**src/rtl/core/sgi_pkg.sv**
```systemverilog
// ----------------------------------------------------------------------------
// sgi_pkg
// Shared payload types and constants for the segment intersection pipeline.
// ----------------------------------------------------------------------------
package sgi_pkg;

  localparam int COORD_BITS_DEF = 16;
  localparam int FIELD_BITS     = 16;
  localparam int RES_BITS       = 32;
  localparam int NUM_COORDS     = 8;
  localparam int QUOT_BITS      = 32;

  localparam logic signed [RES_BITS-1:0] RES_MAX = {1'b0, {(RES_BITS-1){1'b1}}};
  localparam logic signed [RES_BITS-1:0] RES_MIN = {1'b1, {(RES_BITS-1){1'b0}}};

  typedef struct packed {
    logic signed [FIELD_BITS-1:0] seg1_start_x;
    logic signed [FIELD_BITS-1:0] seg1_start_y;
    logic signed [FIELD_BITS-1:0] seg1_end_x;
    logic signed [FIELD_BITS-1:0] seg1_end_y;
    logic signed [FIELD_BITS-1:0] seg2_start_x;
    logic signed [FIELD_BITS-1:0] seg2_start_y;
    logic signed [FIELD_BITS-1:0] seg2_end_x;
    logic signed [FIELD_BITS-1:0] seg2_end_y;
  } sgi_in_t;

  typedef struct packed {
    logic                       lines_cross;
    logic                       segments_hit;
    logic signed [RES_BITS-1:0] cross_x;
    logic signed [RES_BITS-1:0] cross_y;
  } sgi_out_t;

  // sign and overflow flags that travel beside the quotient magnitudes
  typedef struct packed {
    logic neg_x;
    logic neg_y;
    logic ovf_x;
    logic ovf_y;
    logic par;
  } sgi_flags_t;

endpackage

```
**src/rtl/core/sgi_back.sv**
```systemverilog
// ----------------------------------------------------------------------------
// sgi_back
// Signs and saturation of the quotients, then the bounding range test;
// the second stage is the output register.
// ----------------------------------------------------------------------------
module sgi_back import sgi_pkg::*; #(
  parameter int W = COORD_BITS_DEF
) (
  input  logic                 clk,
  input  logic                 rst,
  input  logic                 in_valid,
  output logic                 in_ready,
  input  logic [QUOT_BITS-1:0] qmag_x,
  input  logic [QUOT_BITS-1:0] qmag_y,
  input  sgi_flags_t           flags,
  input  logic [8*W-1:0]       crd_in,
  output logic                 out_valid,
  input  logic                 out_ready,
  output sgi_out_t             res
);

  logic v1, v2, r1, r2;
  logic signed [RES_BITS-1:0] x1, y1, xs, ys;
  logic                       par1;
  logic [8*W-1:0]             crd1;
  logic signed [RES_BITS-1:0] cw [NUM_COORDS];
  logic                       hit;
  sgi_out_t                   res_q;

  function automatic logic signed [RES_BITS-1:0] sat_q(logic [QUOT_BITS-1:0] qm,
                                                        logic neg, logic ovf);
    logic signed [RES_BITS-1:0] r;
    if (ovf) begin
      r = neg ? RES_MIN : RES_MAX;
    end else if (neg) begin
      r = (qm > QUOT_BITS'(RES_MIN)) ? RES_MIN : RES_BITS'(-qm);
    end else begin
      r = qm[QUOT_BITS-1] ? RES_MAX : RES_BITS'(qm);
    end
    return r;
  endfunction

  function automatic logic in_range(logic signed [RES_BITS-1:0] c,
                                    logic signed [RES_BITS-1:0] e1,
                                    logic signed [RES_BITS-1:0] e2);
    logic signed [RES_BITS-1:0] lo, hi;
    lo = (e1 < e2) ? e1 : e2;
    hi = (e1 < e2) ? e2 : e1;
    return (lo <= c) && (c <= hi);
  endfunction

  assign r2 = !v2 || out_ready;
  assign r1 = !v1 || r2;
  assign in_ready = r1;

  assign xs = sat_q(qmag_x, flags.neg_x, flags.ovf_x);
  assign ys = sat_q(qmag_y, flags.neg_y, flags.ovf_y);

  always_ff @(posedge clk) begin
    if (rst) begin
      v1 <= 1'b0;
      v2 <= 1'b0;
    end else begin
      if (r1) v1 <= in_valid;
      if (r2) v2 <= v1;
    end
  end

  always_ff @(posedge clk) begin
    if (r1 && in_valid) begin
      x1   <= flags.par ? '0 : xs;
      y1   <= flags.par ? '0 : ys;
      par1 <= flags.par;
      crd1 <= crd_in;
    end
  end

  always_comb begin
    for (int k = 0; k < NUM_COORDS; k++) begin
      cw[k] = RES_BITS'($signed(crd1[k*W +: W]));
    end
  end

  assign hit = !par1 && in_range(x1, cw[0], cw[2]) && in_range(x1, cw[4], cw[6]) &&
               in_range(y1, cw[1], cw[3]) && in_range(y1, cw[5], cw[7]);

  always_ff @(posedge clk) begin
    if (r2 && v1) begin
      res_q.lines_cross  <= !par1;
      res_q.segments_hit <= hit;
      res_q.cross_x      <= x1;
      res_q.cross_y      <= y1;
    end
  end

  assign out_valid = v2;
  assign res       = res_q;

endmodule

```
**config.mk**
```make
export PLATFORM = sky130hd
export DESIGN_NAME = sgi_back
export DESIGN_NICKNAME = d
export VERILOG_FILES = /design/src/rtl/core/sgi_pkg.sv /design/src/rtl/core/sgi_back.sv
export SDC_FILE = /design/constraint.sdc
export NUM_CORES = 1
export LEC_CHECK = 0
export CAP_MARGIN = 0
export CORE_MARGIN = 4
export CORE_UTILIZATION = 66
export DETAILED_ROUTE_END_ITERATION = 8
export DONT_BUFFER_PORTS = 1
export HOLD_SLACK_MARGIN = 0.15
export PLACE_DENSITY_LB_ADDON = 0.15
export SYNTH_ARGS = -nofsm -noshare
export SYNTH_HDL_FRONTEND = slang
export SYNTH_SLANG_ARGS = --single-unit
```
**constraint.sdc**
```tcl
create_clock -name clk -period 6.95 [get_ports clk]
set_clock_uncertainty 0.05 [all_clocks]
set_input_delay 1.39 -clock clk [delete_from_list [all_inputs] [get_ports clk]]
set_output_delay 1.39 -clock clk [all_outputs]
set_load 0.005 [all_outputs]
```
==> out/metrics.csv <==
stage,metric,value,unit
status,outcome,completed,
synthesis,synth top area cells,"edfxtp_1 40%, ha_1 20%, a21oi_1 3.7%",
detailed_routing,Pre-Repair DR Iteration Count,6,
worst_setup_path,Setup crit end,res[64],
grt,first-pass GRT wire length,80.0,mm
placement,hpwl dp,38.6,mm
pwr,worst vdd ir,0.205,mV
run,# Max-Cap Violations,0,
sta,RSZ-0062 raised after global routing,false,
sta,final worst-path cycle share,80.4,%
layout,# fillers,2122,
synthesis,top_reg_cell synth,edfxtp_1,
worst_setup_path,CP Launch Type,flip-flop,
synthesis,Mapped Nets,2359,
floorplan,# rows,62,
worst_setup_path,CP Data Arrival Time,5880,ps
worst_setup_path,CP peak stage delay,550,ps
floorplan,Die Wd,180,microns
synthesis,Synth Cell Area,19400,sq um
sta,"Slew Viols, Final",0,
sta,Tightest Pin Transition,1090,ps
synthesis,Yosys cell types,75,
layout,Area Growth Syn to Fin,6.88,%
synthesis,synthesized instance count,1840,
grt,gr busiest metal,met2,
sta,setup violators final,0,
cts,clk_lat worst skew,560,ps
detailed_routing,vias per cell,6.72,
worst_setup_path,Worst Reg2Reg Path Length in Cells,19,
worst_hold_path,HP Class,flip-flop to flip-flop,
worst_setup_path,WS Path Type,flip-flop to flip-flop,
detailed_routing,DR WL/cell,23.0,microns
detailed_routing,final wirelength,51.4,mm
detailed_routing,DRC violations left,0,
worst_setup_path,reg2reg end,res[64],
worst_setup_path,Slowest cell on crit path,mux2_2,
pwr,Leak,8.72,nW
floorplan,Die Span Y,180,microns
sta,final worst slack,1360,ps
synthesis,Syn Area/Cell,10.6,sq um
floorplan,die area,32200,sq um
sta,Fin. Hold Viols,0,
synthesis,Ys Warns,0,
cts,CTS max path bufs,3,
worst_setup_path,reg2reg start,crd1[25],
grt,routing usage on met1,43.9,%
grt,largest net degree at the start of global routing,194,
cts,Clock Sinks,261,
detailed_routing,DR iter-0 viols,1500,
sta,setup TNS,0,ps
cts,Resize count post-CTS,0,
pwr,pwr dens,222,nW/um^2
grt,met3 Use GR,7.50,%
floorplan,IO Count,269,
sta,max_slew headroom,27.6,%
worst_setup_path,worst-path maximum fanout,22,
placement,RePlAce Congestion,0.948,
detailed_routing,via count,15023,
synthesis,"Async S/R FF share, synth",0,%
layout,Reg area,7820,sq um
sta,Final Critical Period,5590,ps
grt,vias in the first global route,14451,
floorplan,initial cell density of the core,67.3,%
synthesis,Synth top cells by count,"318 x ha_1, 259 x edfxtp_1, 156 x nor2_1",
cts,Root Driver,clkbuf_16,
worst_setup_path,Worst EP required,7240,ps
cts,TritonCTS clock tree,built,
placement,Cells after DPL,2180,
cts,cts bufs inserted,29,
worst_setup_path,worst-path cell chain,"ha_1, a21o_1, a21o_1, a21o_1, a21oi_1, o21ai_0, a21oi_1, mux2i_4, buf_4, mux2_2, ha_1, a21oi_1, o21ai_0, a221o_1, a2111o_1, o221ai_1, o211ai_1, or4_1, a2111oi_0",
placement,Port Buffer Count,0,
synthesis,"area leader, netlist",edfxtp_1,
cts,CTS Hold Bufs,0,
synthesis,most common cell in the netlist,ha_1,
grt,GRT Util Overall,30.6,%
worst_setup_path,worst setup path start,crd1[25],
synthesis,"FF+latch count, synth",261,
cts,# H-tree levels,1,
worst_setup_path,Reg2Reg Setup Slack,1360,ps
synthesis,"Seq/Total Area, Yosys",40.3,%
layout,share of cells above drive strength 1,8.05,%
cts,clock slew at reported path FFs,60,ps
detailed_routing,ANT nets after route,0,
layout,Final Core Density,71.9,%
synthesis,number of synthesized flops with an enable pin,259,
placement,Placement Setup Slack,1400,ps
layout,NumNets Final,2347,
cts,"Setup Fix Bufs, Post-CTS",0,
grt,initial antenna violation count,4,
grt,global route total overflow,0,
worst_setup_path,Worst Setup End Kind,flip-flop,
synthesis,post-synth top area share,40.1,%
grt,met2 usage,47.6,%
layout,multi-input combinational cell area,10800,sq um
layout,"Cell Count, Final, Fillers Out",2237,
floorplan,core area,28900,sq um
sta,FMAX,179,MHz
cells by family (layout without fill, tap and decap cells):
kind of cell / count (synthesis) / in the layout / synth area share (%)
AOI/OAI and AO/OA: 452 / 452 / 16.1
xor gates and xnor gates: 8 / 8 / 0.361
adders and majority gates: 318 / 318 / 20.5
buffers and inverters: 203 / 214 / 4.00
DFF: 261 / 261 / 40.3
muxes: 114 / 114 / 6.19
other: 0 / 2 / 0
and+or+nand+nor: 484 / 484 / 12.6
report_power, final:
part           internal, mW  leakage [nW]  switching [mW]
clock network         0.850         0.454           0.651
registers              1.85          2.55           0.124
logic                 0.498          5.72           0.625
per-stage QoR:
step | total power, mW | hold WS, ps | instance area, sq um
after floorplan | 2.81 | 428 | 19400
after global placement | 3.03 | 455 | 19800
after detailed placement | 3.10 | 455 | 19800
after CTS | 4.59 | 467 | 20700
after global routing | 4.84 | 495 | 20700
final | 4.60 | 465 | 20700
layout make-up:
cell class | count | area share [%]
Tap cell | 384 | 2.32
Antenna cell | 2 | 0.0241
Clock buffer | 33 | 3.57
Timing Repair Buffer | 15 | 0.603
Inverter | 145 | 2.62
Multi-Input combinational cell | 1376 | 52.3
Sequential cell | 261 | 37.7
Clock inverter | 21 | 0.929
worst max-delay path, delay by kind of cell, from the launching register on:
family          cells  cell delay (ps)
compound gates     13             2330
mux                 2              950
fa+ha+maj           2              660
simple gates        1              520
buf+inv             1              420
flops               1              410
state kept, by name (all words and copies together), names as in the netlist:
| signal | flops |
|---|---|
| crd1 | 128 |
| out_valid | 1 |
| par1 | 1 |
| res | 66 |
| v1 | 1 |
| x1 | 32 |
| y1 | 32 |
routing by layer:
| layer | wire, microns | share of wire (%) |
|---|---|---|
| met1 | 22100 | 43 |
| met2 | 22900 | 44 |
| met3 | 5260 | 10 |
| met4 | 1140 | 2.2 |
| met5 | 46 | 0.090 |
cell usage in the layout, fill, tap and decap left out, types with 7 or more instances in the layout:
master,n
a21boi_0,9
a22o_1,32
a31oi_1,17
edfxtp_1,259
o21ai_0,43
a21oi_1,143
nor4_1,19
nor3b_1,10
a21o_1,38
nor2b_1,21
nand3_1,31
nor3_1,42
nand2_1,78
clkbuf_16,29
mux2i_1,64
o211ai_1,13
ha_1,318
nand4_1,65
nand2b_1,19
or3_1,7
clkinv_2,7
mux2_2,49
o221ai_1,17
o221a_2,16
nor2_1,156
a211oi_1,31
o22a_1,34
inv_1,144
buf_4,14
how the worst min path moves through the flow:
stage                     startpoint         to  slack [ps]  cells past startpoint
after detailed placement          v1  out_valid         450                      2
after floorplan                   v1  out_valid         430                      2
after global routing              v1  out_valid         490                      2
after CTS                         v1  out_valid         470                      2
final                             v1  out_valid         460                      2
after global placement            v1  out_valid         450                      2
No activity file was read; power rests on OpenSTA's default activity.
